### config.mk
export PLATFORM = sky130hd
export DESIGN_NAME = kernel_full_convolution
export DESIGN_NICKNAME = d
export VERILOG_FILES = /design/src/rtl/core/kfc_pkg.sv /design/src/rtl/core/kfc_mac.sv /design/src/rtl/core/kernel_full_convolution.sv
export SDC_FILE = /design/constraint.sdc
export NUM_CORES = 2
export LEC_CHECK = 0
export ABC_CLOCK_PERIOD_IN_PS = 8700
export BUFFER_PORTS_ARGS = -buffer_cell sky130_fd_sc_hd__buf_2
export CAP_MARGIN = 20
export CORE_UTILIZATION = 44
export CTS_CLUSTER_SIZE = 30
export DETAILED_ROUTE_END_ITERATION = 10
export GPL_TIMING_DRIVEN = 0
export HOLD_SLACK_MARGIN = 0.08
export PLACE_DENSITY_LB_ADDON = 0.25
export SYNTH_ARGS = -nofsm -noshare
export SYNTH_HDL_FRONTEND = slang
export SYNTH_HIERARCHICAL = 1
export SYNTH_SLANG_ARGS = --single-unit
### constraint.sdc
create_clock -name clk -period 8.7 [get_ports clk]
set_clock_uncertainty 0.2 [all_clocks]
set_input_delay 1.305 -clock clk [delete_from_list [all_inputs] [get_ports clk]]
set_output_delay 1.305 -clock clk [all_outputs]
set_load 0.05 [all_outputs]
### src/rtl/core/kfc_pkg.sv
// ----------------------------------------------------------------------------
// kfc_pkg
// shared constants, the datapath control struct and address helpers
// ----------------------------------------------------------------------------
package kfc_pkg;

	localparam int MAX_RADIUS_A = 3;
	localparam int MAX_RADIUS_B = 3;

	localparam int SIDE_A  = 2 * MAX_RADIUS_A + 1;
	localparam int SIDE_B  = 2 * MAX_RADIUS_B + 1;
	localparam int DEPTH_A = SIDE_A * SIDE_A;
	localparam int DEPTH_B = SIDE_B * SIDE_B;
	localparam int AW_A    = (DEPTH_A > 1) ? $clog2(DEPTH_A) : 1;
	localparam int AW_B    = (DEPTH_B > 1) ? $clog2(DEPTH_B) : 1;

	// coordinate arithmetic: holds col - tap for any legal radius
	localparam int CW = 6;

	localparam int COEF_W = 16;
	localparam int PROD_W = 2 * COEF_W;
	localparam int ACC_W  = 40;

	// control from the sequencer to the memory and mac datapath
	typedef struct packed {
		logic                     wr_a;
		logic                     wr_b;
		logic [AW_A-1:0]          wr_addr_a;
		logic [AW_B-1:0]          wr_addr_b;
		logic signed [COEF_W-1:0] wr_data;
		logic                     tap_en;
		logic                     tap_ok;
		logic [AW_A-1:0]          a_addr;
		logic [AW_B-1:0]          b_addr;
		logic                     acc_clr;
	} kfc_op_t;

	function automatic logic signed [CW-1:0] sabs(input logic signed [CW-1:0] v);
		return (v < 0) ? -v : v;
	endfunction

	function automatic logic [AW_A-1:0] addr_a(input logic signed [CW-1:0] c,
		input logic signed [CW-1:0] r);
		int idx;
		idx = (int'(r) + MAX_RADIUS_A) * SIDE_A + int'(c) + MAX_RADIUS_A;
		return AW_A'(idx);
	endfunction

	function automatic logic [AW_B-1:0] addr_b(input logic signed [CW-1:0] c,
		input logic signed [CW-1:0] r);
		int idx;
		idx = (int'(r) + MAX_RADIUS_B) * SIDE_B + int'(c) + MAX_RADIUS_B;
		return AW_B'(idx);
	endfunction

endpackage

### src/rtl/core/kfc_mac.sv
// ----------------------------------------------------------------------------
// kfc_mac
// kernel a and b memories, registered multiply and 40-bit accumulator
// ----------------------------------------------------------------------------
module kfc_mac
	import kfc_pkg::*;
(
	input  logic                    clk,
	input  logic                    arst_n,
	input  kfc_op_t                 op,
	output logic signed [ACC_W-1:0] acc
);

	logic signed [COEF_W-1:0] mem_a [DEPTH_A];
	logic signed [COEF_W-1:0] mem_b [DEPTH_B];

	logic signed [COEF_W-1:0] a_rd_s1;
	logic signed [COEF_W-1:0] b_rd_s1;
	logic                     ok_s1;
	logic signed [PROD_W-1:0] prod_s2;
	logic                     ok_s2;
	logic signed [ACC_W-1:0]  acc_q;

	// loads and tap reads never share a cycle, so no forwarding is needed
	always_ff @(posedge clk) begin
		if (op.wr_a) begin
			mem_a[op.wr_addr_a] <= op.wr_data;
		end
		if (op.wr_b) begin
			mem_b[op.wr_addr_b] <= op.wr_data;
		end
		if (op.tap_en) begin
			a_rd_s1 <= mem_a[op.a_addr];
			b_rd_s1 <= mem_b[op.b_addr];
		end
	end

	always_ff @(posedge clk or negedge arst_n) begin
		if (!arst_n) begin
			ok_s1 <= 1'b0;
			ok_s2 <= 1'b0;
		end else begin
			ok_s1 <= op.tap_en & op.tap_ok;
			ok_s2 <= ok_s1;
		end
	end

	always_ff @(posedge clk) begin
		prod_s2 <= a_rd_s1 * b_rd_s1;
		if (op.acc_clr) begin
			acc_q <= '0;
		end else if (ok_s2) begin
			acc_q <= acc_q + {{(ACC_W-PROD_W){prod_s2[PROD_W-1]}}, prod_s2};
		end
	end

	assign acc = acc_q;

endmodule

### src/rtl/core/kernel_full_convolution.sv
// ----------------------------------------------------------------------------
// kernel_full_convolution
// full 2-d convolution of two square kernels held in on-chip memories
// ----------------------------------------------------------------------------
//
// channel   | dir | handshake           | payload
// ----------+-----+---------------------+--------------------------------------
// s_axis    | in  | s_tvalid / s_tready | s_tuser mode, s_tdata col,row,coef
// m_axis    | out | m_tvalid / m_tready | m_tdata result_value, m_tuser pos ok
// cfg       | in  | cfg_valid/cfg_ready | cfg_index, cfg_data (radius a / b)
//
// a load item writes one memory entry when it lies inside that kernel's radius
// a read item inside the combined radius does one multiply-accumulate per tap
//   of b, one read port per memory, then lets the memory read, product and
//   accumulate stages drain
// a read item outside the combined radius skips the taps and returns zero
// the result sits in an output register; the next item is taken while it waits
// reset clears control state and sets both radii to 1; memories are not cleared
module kernel_full_convolution
	import kfc_pkg::*;
(
	input  logic        clk,
	input  logic        arst_n,
	// input items
	input  logic        s_tvalid,
	output logic        s_tready,
	input  logic [23:0] s_tdata,   // [3:0] col, [7:4] row, [23:8] coef
	input  logic [1:0]  s_tuser,   // [1:0] mode
	// result items
	output logic        m_tvalid,
	input  logic        m_tready,
	output logic [39:0] m_tdata,   // [39:0] result_value
	output logic        m_tuser,   // [0] position_ok
	// configuration writes
	input  logic        cfg_valid,
	output logic        cfg_ready,
	input  logic        cfg_index,
	input  logic [1:0]  cfg_data
);

	// item modes
	localparam logic [1:0] MODE_LOAD_A = 2'd0;
	localparam logic [1:0] MODE_LOAD_B = 2'd1;
	localparam logic [1:0] MODE_READ   = 2'd2;

	// register indexes
	localparam logic REG_RADIUS_A = 1'b0;
	localparam logic REG_RADIUS_B = 1'b1;

	// sequencer states
	localparam logic [1:0] ST_IDLE  = 2'd0;
	localparam logic [1:0] ST_RUN   = 2'd1;
	localparam logic [1:0] ST_DRAIN = 2'd2;

	// drain step at which the accumulator is final after the last tap is issued
	localparam logic [1:0] DRAIN_LAST = 2'd2;

	logic [1:0] state_q;
	logic [1:0] drain_q;
	logic [1:0] radius_a_q;
	logic [1:0] radius_b_q;

	// tap counters and the latched read position
	logic signed [CW-1:0] x_q;
	logic signed [CW-1:0] y_q;
	logic signed [CW-1:0] col_q;
	logic signed [CW-1:0] row_q;
	logic                 pos_ok_q;

	logic                 out_valid_q;
	logic [ACC_W-1:0]     out_value_q;
	logic                 out_ok_q;

	logic signed [3:0]    in_col;
	logic signed [3:0]    in_row;
	logic signed [CW-1:0] col_x;
	logic signed [CW-1:0] row_x;
	logic [1:0]           in_mode;
	logic signed [CW-1:0] ra_raw;
	logic signed [CW-1:0] rb_raw;
	logic signed [CW-1:0] ra_eff;
	logic signed [CW-1:0] rb_eff;
	logic signed [CW-1:0] rc;
	logic                 in_acc;
	logic                 in_rng_a;
	logic                 in_rng_b;
	logic                 in_rng_c;
	logic signed [CW-1:0] ax;
	logic signed [CW-1:0] ay;
	logic                 tap_ok;
	logic                 tap_last;
	logic                 out_free;
	logic                 out_load;
	logic signed [ACC_W-1:0] acc;
	kfc_op_t              op;

	assign in_col  = s_tdata[3:0];
	assign in_row  = s_tdata[7:4];
	assign in_mode = s_tuser;
	assign col_x   = CW'(in_col);
	assign row_x   = CW'(in_row);

	// radius registers saturate at the memory size
	assign ra_raw = signed'({{(CW-2){1'b0}}, radius_a_q});
	assign rb_raw = signed'({{(CW-2){1'b0}}, radius_b_q});
	assign ra_eff = (ra_raw > CW'(MAX_RADIUS_A)) ? CW'(MAX_RADIUS_A) : ra_raw;
	assign rb_eff = (rb_raw > CW'(MAX_RADIUS_B)) ? CW'(MAX_RADIUS_B) : rb_raw;
	assign rc     = ra_eff + rb_eff;

	assign s_tready = (state_q == ST_IDLE);
	assign in_acc   = s_tvalid & s_tready;

	assign in_rng_a = (sabs(col_x) <= ra_eff) && (sabs(row_x) <= ra_eff);
	assign in_rng_b = (sabs(col_x) <= rb_eff) && (sabs(row_x) <= rb_eff);
	assign in_rng_c = (sabs(col_x) <= rc) && (sabs(row_x) <= rc);

	// a tap only counts where the matching a entry lies inside radius a
	assign ax       = col_q - x_q;
	assign ay       = row_q - y_q;
	assign tap_ok   = (sabs(ax) <= ra_eff) && (sabs(ay) <= ra_eff);
	assign tap_last = (x_q == rb_eff) && (y_q == rb_eff);

	always_comb begin
		op           = '0;
		op.wr_data   = s_tdata[23:8];
		op.wr_addr_a = addr_a(col_x, row_x);
		op.wr_addr_b = addr_b(col_x, row_x);
		op.wr_a      = in_acc && (in_mode == MODE_LOAD_A) && in_rng_a;
		op.wr_b      = in_acc && (in_mode == MODE_LOAD_B) && in_rng_b;
		op.acc_clr   = in_acc && (in_mode == MODE_READ);
		op.tap_en    = (state_q == ST_RUN);
		op.tap_ok    = tap_ok;
		// out-of-range taps read a harmless entry; the product is dropped
		op.a_addr    = tap_ok ? addr_a(ax, ay) : '0;
		op.b_addr    = addr_b(x_q, y_q);
	end

	kfc_mac u_mac (
		.clk    (clk),
		.arst_n (arst_n),
		.op     (op),
		.acc    (acc)
	);

	// output register
	assign out_free = !out_valid_q || m_tready;
	assign out_load = (state_q == ST_DRAIN) && (drain_q == DRAIN_LAST) && out_free;

	// sequencer: one tap of b per cycle, rows of b innermost
	always_ff @(posedge clk or negedge arst_n) begin
		if (!arst_n) begin
			state_q <= ST_IDLE;
			drain_q <= '0;
		end else begin
			case (state_q)
				ST_IDLE: begin
					if (in_acc && (in_mode == MODE_READ)) begin
						if (in_rng_c) begin
							state_q <= ST_RUN;
						end else begin
							// nothing to sum, accumulator is already cleared
							state_q <= ST_DRAIN;
							drain_q <= DRAIN_LAST;
						end
					end
				end
				ST_RUN: begin
					if (tap_last) begin
						state_q <= ST_DRAIN;
						drain_q <= '0;
					end
				end
				ST_DRAIN: begin
					if (drain_q != DRAIN_LAST) begin
						drain_q <= drain_q + 2'd1;
					end else if (out_free) begin
						state_q <= ST_IDLE;
					end
				end
				default: begin
					state_q <= ST_IDLE;
				end
			endcase
		end
	end

	// tap counters and latched position
	always_ff @(posedge clk) begin
		if (in_acc) begin
			col_q    <= col_x;
			row_q    <= row_x;
			pos_ok_q <= in_rng_c;
			x_q      <= -rb_eff;
			y_q      <= -rb_eff;
		end else if (state_q == ST_RUN) begin
			if (y_q == rb_eff) begin
				y_q <= -rb_eff;
				x_q <= x_q + CW'(1);
			end else begin
				y_q <= y_q + CW'(1);
			end
		end
	end

	always_ff @(posedge clk or negedge arst_n) begin
		if (!arst_n) begin
			out_valid_q <= 1'b0;
		end else if (out_load) begin
			out_valid_q <= 1'b1;
		end else if (m_tready) begin
			out_valid_q <= 1'b0;
		end
	end

	always_ff @(posedge clk) begin
		if (out_load) begin
			out_value_q <= acc;
			out_ok_q    <= pos_ok_q;
		end
	end

	assign m_tvalid = out_valid_q;
	assign m_tdata  = out_value_q;
	assign m_tuser  = out_ok_q;

	// configuration registers, written only while idle
	assign cfg_ready = (state_q == ST_IDLE);

	always_ff @(posedge clk or negedge arst_n) begin
		if (!arst_n) begin
			radius_a_q <= 2'd1;
			radius_b_q <= 2'd1;
		end else if (cfg_valid && cfg_ready) begin
			case (cfg_index)
				REG_RADIUS_A: radius_a_q <= cfg_data;
				REG_RADIUS_B: radius_b_q <= cfg_data;
				default: begin
				end
			endcase
		end
	end

endmodule

; ---- Word-level counts from Yosys, hierarchy flattened
; Memories as Yosys holds them, arrays and structs flattened. A register that Yosys moved wholly into a read port is not among the register bits.
; Index checks and enable logic that the tools add are counted.
[op_classes]
mux = 30
eq_ne = 14
add_sub_neg = 21
multipliers = 4
order_cmp = 14
reduce_logical = 26
bitwise = 3
[op_table]
columns = cell, n
row1 = 6-bit 2-to-1 mux, 11
row2 = 40-bit adder, 1
row3 = 6-bit by 3-bit <= comparator with 1-bit output, 6
row4 = 16-bit by 16-bit multiplier with 32-bit output, 1
row5 = 2-bit 2-to-1 mux, 11
row6 = 6-bit by 3-bit adder with 6-bit output (second input constant), 3
row7 = 6-bit by 3-bit adder with 7-bit output (second input constant), 2
row8 = 7-bit by 4-bit multiplier with 6-bit output (second input constant), 2
row9 = 1-bit logical AND, 13
row10 = 6-bit by 2-bit adder with 6-bit output (second input constant), 2
row11 = 6-bit adder, 2
row12 = 6-bit by 3-bit == test with 1-bit output, 2
row13 = 6-bit by 4-bit <= comparator with 1-bit output, 2
row14 = 6-bit by 1-bit < comparator with 1-bit output (second input constant), 2
row15 = 4-bit negator with 6-bit output, 2
row16 = 6-bit negator, 2
row17 = 2-bit one-hot mux with 3 select lines, 2
row18 = 4-bit by 6-bit subtractor with 6-bit output, 2
row19 = 2-bit inequality test (second input constant), 5
row20 = 4-bit by 1-bit < comparator with 1-bit output (second input constant), 2
row21 = 6-bit by 4-bit adder with 6-bit output, 1
row22 = 2-bit == test (second input constant), 3
row23 = 5-bit by 4-bit multiplier with 6-bit output (second input constant), 1
row24 = 1-bit 2-to-1 mux, 6
row25 = 17 further kinds, 26
[totals]
ff_bits = 145
mem_bits_rw = 1568
n_memories = 2
output_inout_bits = 44
input_bits = 34
wordCells = 130
[memory_table]
columns = memory, depth, width, read_ports, rd_ports_with_merged_regs, write_ports, line_no
row1 = u_mac.mem_a, 49, 16, 1, 1, 1, kfc_mac.sv:14  ; logic signed [COEF_W-1:0] mem_a [DEPTH_A];
row2 = u_mac.mem_b, 49, 16, 1, 1, 1, kfc_mac.sv:15  ; logic signed [COEF_W-1:0] mem_b [DEPTH_B];

; ---- Longest topological paths before layout
[logic_depth]
depth_word = 8
mapped_depth = 26
mapped_depth_nobuf = 24

; ---- Modules after synthesis
; Netlist, hierarchy kept.
[modules_own_cells]
columns = module, area_each_um2, seq_area_each_um2, cells_each, n_inst
row1 = kfc_mac, 74611.6, 49537.5, 3963, 1
row2 = kernel_full_convolution, 5293.8, 2089.5, 478, 1

; ---- Worst setup path after synthesis
; No wires, ideal clock.
[synth_timing]
path_type = register to register
startpoint = register u_mac.b_rd_s1[7], read port of u_mac.mem_b
endpoint = register u_mac.prod_s2[31]
path_stages_with_launch = 25
path_buffers = 1
arrival_time_ns = 6.305
setup_slack_ns = 2.123
synth_period_minus_slack_ns = 6.577
setup_ns = 0.072
required_time_ns = 8.428
cell_sequence = edfxtp_1 > clkbuf_1 > nand2_1 > fa_1 > inv_1 > fa_1 > inv_1 > fa_1 > inv_1 > fa_1 > fa_1 > inv_1 > fa_1 > inv_1 > ha_1 > a211oi_1 > o21ai_1 > a2111oi_2 > nor3_1 > a311o_1 > a21o_1 > a2bb2oi_1 > a221o_1 > a21oi_2 > xnor2_1
[synth_between]
elab_chain_len = 1
[synth_lines]
columns = item, line_no
row1 = "start, declared", kfc_mac.sv:18  ; logic signed [COEF_W-1:0] b_rd_s1;
row2 = 16-bit by 16-bit multiplier with 32-bit output, kfc_mac.sv:49  ; prod_s2 <= a_rd_s1 * b_rd_s1;
row3 = "end signal, assigned", kfc_mac.sv:49
row4 = "end, declared", kfc_mac.sv:20  ; logic signed [PROD_W-1:0] prod_s2;
; Every way passes these cells.
; A chain may end at the register's enable or synchronous reset.

==> impl_metrics.prom <==
# TYPE chip_impl_metric gauge
chip_impl_info{name="status",value="completed"} 1
chip_impl_metric{name="critPathMaxStageDelay",unit="ps"} 760
chip_impl_metric{name="filler_cell_count",unit=""} 14400
chip_impl_metric{name="finalSetupTns",unit="ps"} 0
chip_impl_metric{name="peak_clock_frequency_supported_by_timing",unit="MHz"} 123
chip_impl_metric{name="fraction_of_synthesis_flops_using_an_asynchronous_set_or_reset_pin",unit=""} 0.00630
chip_impl_metric{name="synth_sequential_area_ratio",unit=""} 0.646
chip_impl_metric{name="area_post_placement",unit="mm²"} 0.0857
chip_impl_info{name="most_used_flip_flop_cell_after_synthesis",value="edfxtp_1"} 1
chip_impl_metric{name="routed-via-count",unit=""} 41200
chip_impl_metric{name="switching_share",unit=""} 0.221
chip_impl_info{name="synth_area_leader_cell",value="edfxtp_1"} 1
chip_impl_metric{name="multi_input_comb_area",unit="mm²"} 0.0265
chip_impl_info{name="startpoint_type",value="flip-flop"} 1
chip_impl_metric{name="ys_ff_latch",unit=""} 1745
chip_impl_metric{name="grt_pass1_wl",unit="µm"} 283000
chip_impl_metric{name="area_share_of_the_largest_cell_type_after_synthesis",unit=""} 0.625
chip_impl_metric{name="clock_latency",unit="ps"} 830
chip_impl_metric{name="layout-drive-gt1-share",unit=""} 0.224
chip_impl_metric{name="final_net_count",unit=""} 5336
chip_impl_info{name="crit_path_end_kind",value="flip-flop"} 1
chip_impl_metric{name="dr.first_iter.drc_count",unit=""} 3735
chip_impl_metric{name="r2r_setup_slack",unit="ps"} 550
chip_impl_metric{name="synth_enable_flop_cells",unit=""} 1662
chip_impl_metric{name="postRouteWirelength",unit="µm"} 190000
chip_impl_metric{name="cts_num_sinks",unit=""} 1745
chip_impl_info{name="crit_path_top_delay_cell",value="a211oi_1"} 1
chip_impl_metric{name="power.static_leakage",unit="nW"} 31.1
chip_impl_metric{name="net-switching-power",unit="mW"} 3.90
chip_impl_metric{name="wl_per_cell",unit="µm"} 25.9
chip_impl_metric{name="finalWeightedCongestion",unit=""} 0.908
chip_impl_metric{name="cts-htree-levels",unit=""} 4
chip_impl_metric{name="grt_antenna_before_repair",unit=""} 6
chip_impl_info{name="crit-reg2reg-launch",value="y_q[1]$_DFFE_PP_"} 1
chip_impl_metric{name="area.sequential",unit="mm²"} 0.0516
chip_impl_metric{name="final_area",unit="mm²"} 0.0917
chip_impl_info{name="r2r_end",value="u_mac/a_rd_s1[3]$_DFFE_PP_"} 1
chip_impl_metric{name="synthesis.area",unit="mm²"} 0.0799
chip_impl_metric{name="cts.repair_timing.setup_buffer_count",unit=""} 0
chip_impl_metric{name="hpwl",unit="µm"} 135000
chip_impl_metric{name="synth_cell_types",unit=""} 81
chip_impl_metric{name="firstDrtPassIters",unit=""} 5
chip_impl_metric{name="final-hold-violation-count",unit=""} 0
chip_impl_metric{name="maximum_capacitance_violations",unit=""} 0
chip_impl_metric{name="port-buffer-count",unit=""} 77
chip_impl_metric{name="grt_overflow",unit=""} 0
chip_impl_metric{name="p_clk_frac",unit=""} 0.430
chip_impl_metric{name="core_region_area",unit="mm²"} 0.181
chip_impl_metric{name="drt_drc_violations_left",unit=""} 0
chip_impl_metric{name="reg2reg_depth",unit=""} 22
chip_impl_info{name="cpMostUsedCell",value="xnor2_1"} 1
chip_impl_metric{name="clockBufferDepth",unit=""} 3
chip_impl_metric{name="antenna_left",unit=""} 0
chip_impl_info{name="crit_end",value="u_mac/a_rd_s1[3]$_DFFE_PP_"} 1
chip_impl_info{name="ys_top_cells_by_count",value="edfxtp_1, mux4_2, inv_1, fa_1, nor2_1"} 1
chip_impl_info{name="crit_start",value="y_q[1]$_DFFE_PP_"} 1
chip_impl_metric{name="worst-endpoint-arrival",unit="ps"} 8480
chip_impl_metric{name="critPathRequiredTime",unit="ps"} 9020
chip_impl_metric{name="finalSetupViolCount",unit=""} 0
chip_impl_metric{name="cp_max_fo",unit=""} 10
chip_impl_metric{name="worst-path-buf-inv",unit=""} 5
chip_impl_metric{name="synthesis.area_per_instance",unit="µm²"} 18.0
chip_impl_info{name="cts_root_buffer",value="clkbuf_16"} 1
chip_impl_metric{name="vias_in_the_first_global_route",unit=""} 42300
chip_impl_metric{name="area_growth",unit="%"} 14.7
chip_impl_metric{name="i_o_pin_count",unit=""} 78
chip_impl_metric{name="period_needed",unit="ps"} 8150
chip_impl_metric{name="syn-num-nets",unit=""} 4941
chip_impl_metric{name="die_x",unit="µm"} 428
chip_impl_metric{name="detail_route.vias_per_cell",unit=""} 5.60
chip_impl_metric{name="finalMaxSlewViolations",unit=""} 0
chip_impl_metric{name="post_cts_clock_slew_at_the_launch_and_capture_registers_of_the_worst_setup_and_hold_paths",unit="ps"} 70
chip_impl_info{name="cp_top_family",value="adder cells"} 1
chip_impl_metric{name="ir_worst_vdd",unit="V"} 0.000229
chip_impl_info{name="tritoncts_clock_tree",value="done"} 1
chip_impl_info{name="worstSetupPathType",value="flip-flop to flip-flop"} 1
chip_impl_metric{name="seqPwrFrac",unit=""} 0.521
chip_impl_metric{name="combPwrFrac",unit=""} 0.050
chip_impl_info{name="synthMostInstantiatedCell",value="edfxtp_1"} 1
chip_impl_metric{name="period_share",unit=""} 0.937
chip_impl_info{name="unrepaired_setup_endpoints_after_global_routing",value="no"} 1
chip_impl_metric{name="initial_core_util",unit=""} 0.443
chip_impl_metric{name="synthCells",unit=""} 4441
chip_impl_metric{name="fp.dieH",unit="µm"} 428
chip_impl_metric{name="power_density",unit="mW/mm²"} 192
chip_impl_metric{name="die_area",unit="mm²"} 0.183
chip_impl_metric{name="worst_slew_margin_rel",unit=""} 0.194
chip_impl_metric{name="critical_path_cell_count",unit=""} 22
chip_impl_info{name="netlist_top_cells_area",value="edfxtp_1, mux4_2, fa_1, ha_1, dfxtp_1"} 1
chip_impl_info{name="critical_path.cell_chain",value="clkbuf_1, inv_1, fa_1, xnor2_1, nor2_1, xnor2_1, inv_1, ha_1, fa_1, fa_1, ha_1, a21oi_1, o21ai_0, xnor2_1, xnor2_1, xnor3_1, nor3_2, clkbuf_2, clkbuf_2, mux4_2, a211oi_1, a21oi_1"} 1
chip_impl_metric{name="grtUsageTotal",unit=""} 0.210
chip_impl_metric{name="yosys_warnings",unit=""} 6
chip_impl_metric{name="maximum_number_of_pins_on_one_net_before_global_route_repair",unit=""} 83
chip_impl_metric{name="row_count",unit=""} 156
chip_impl_metric{name="internal_power",unit="mW"} 13.7
chip_impl_info{name="hp-class",value="flip-flop to flip-flop"} 1
chip_impl_metric{name="numCtsBuffers",unit=""} 177
chip_impl_metric{name="tightest_slew",unit="ps"} 1210
[metrics by stage]
| stage | setup WS, ps | utilization | total power, mW | cells | hold slack, ps |
|---|---|---|---|---|---|
| finish | 545 | 0.508 | 17.6 | 7356 | 149 |
| global route | 108 | 0.508 | 18.1 | 7354 | 151 |
| floorplan | 2120 | - | 9.67 | 4441 | 131 |
| global placement | -672 | 0.461 | 10.0 | 6888 | 134 |
| CTS | 111 | 0.507 | 17.7 | 7342 | 150 |
| detailed placement | 175 | 0.475 | 10.2 | 7015 | 136 |
[final cells by class]
cell class,count,share of cell area
Inverter,379,0.0155
Sequential cell,1745,0.563
Clock inverter,104,0.0115
Multi-Input combinational cell,2133,0.289
Clock buffer,222,0.0515
Buffer,184,0.00784
Timing Repair Buffer,216,0.0292
Antenna cell,3,0.0000819
Tap cell,2370,0.0324
[flip-flops by register name, summed over array words and instances (netlist names), 4 cells and up]
name / cells
m_tdata: 40
u_mac/mem_b: 784
row_q: 4
u_mac/acc: 40
col_q: 4
x_q: 6
u_mac/b_rd_s1: 16
u_mac/mem_a: 784
u_mac/prod_s2: 32
u_mac/a_rd_s1: 16
y_q: 6
[worst reg2reg max path, delay by kind of cell (launching register included)]
kind            cells  cell delay (ps)
compound gates      4             1230
xor+xnor            5             1350
fa+ha+maj           5             2200
buf+inv             5             1450
flops               1              340
mux                 1              380
simple gates        2              710
[how the worst min path moves through the flow]
stage / from / endpoint / slack [ps] / depth (start not counted)
finish: u_mac/ok_s1$_DFF_PN0_ / u_mac/ok_s2$_DFF_PN0_ / 150 / 0
global route: u_mac/ok_s1$_DFF_PN0_ / u_mac/ok_s2$_DFF_PN0_ / 150 / 0
CTS: u_mac/ok_s1$_DFF_PN0_ / u_mac/ok_s2$_DFF_PN0_ / 150 / 0
detailed placement: u_mac/ok_s1$_DFF_PN0_ / u_mac/ok_s2$_DFF_PN0_ / 140 / 0
global placement: u_mac/ok_s1$_DFF_PN0_ / u_mac/ok_s2$_DFF_PN0_ / 130 / 0
floorplan: u_mac/ok_s1$_DFF_PN0_ / u_mac/ok_s2$_DFF_PN0_ / 130 / 0
[kinds of logic (layout without fill, tap and decap cells)]
kind of cell	Yosys count	count (layout)	share of synthesized area
AOI/OAI and AO/OA	298	298	0.0241
other	0	3	0
buffers and inverters	563	1105	0.0267
DFF	1745	1745	0.646
and+or+nand+nor	692	692	0.0425
muxes	546	546	0.146
adders and majority gates	466	466	0.0996
xor gates and xnor gates	131	131	0.0153
[placed cells by master (no fill, tap or decap), drive strengths merged, types with 6 or more instances in the layout]
cell / count
and2: 129
a31oi: 8
o21bai: 13
xnor2: 98
inv: 389
nand2b: 20
clkbuf: 353
xor2: 32
clkinv: 72
a21o: 40
ha: 183
nand2: 184
a21oi: 106
clkinvlp: 7
fa: 283
mux2: 8
buf: 268
edfxtp: 1662
nand4: 9
a211oi: 34
mux4: 493
o21ai: 49
dfrtp: 9
nor2: 187
nand3: 37
dfxtp: 72
nand3b: 8
nor2b: 43
nor4: 6
bufinv: 15
nor3: 37
mux2i: 45
[metal layers]
layer,share of wire,global-route usage,vias up
met2,0.48,0.338,1356
met4,0.023,0.0563,0
met3,0.074,0.0474,238
li1,-,-,17800
met1,0.42,0.287,21800
met5,0,0,-
[power groups by stage]
| stage | sequential, mW | clock (mW) | combinational, mW |
|---|---|---|---|
| floorplan | 9.36 | 0 | 0.307 |
| global placement | 9.37 | 0 | 0.628 |
| detailed placement | 9.36 | 0 | 0.851 |
| CTS | 9.18 | 7.72 | 0.855 |
| global route | 9.17 | 8.01 | 0.910 |
| finish | 9.18 | 7.58 | 0.876 |
[timing repair]
item / in CTS / in global routing
resized for setup: 0 / 7
hold buffers: 1 / 0
endpoints found under the setup margin: 0 / 16
endpoints found under the hold margin: 8 / 0
No activity file was read; power rests on OpenSTA's default activity.
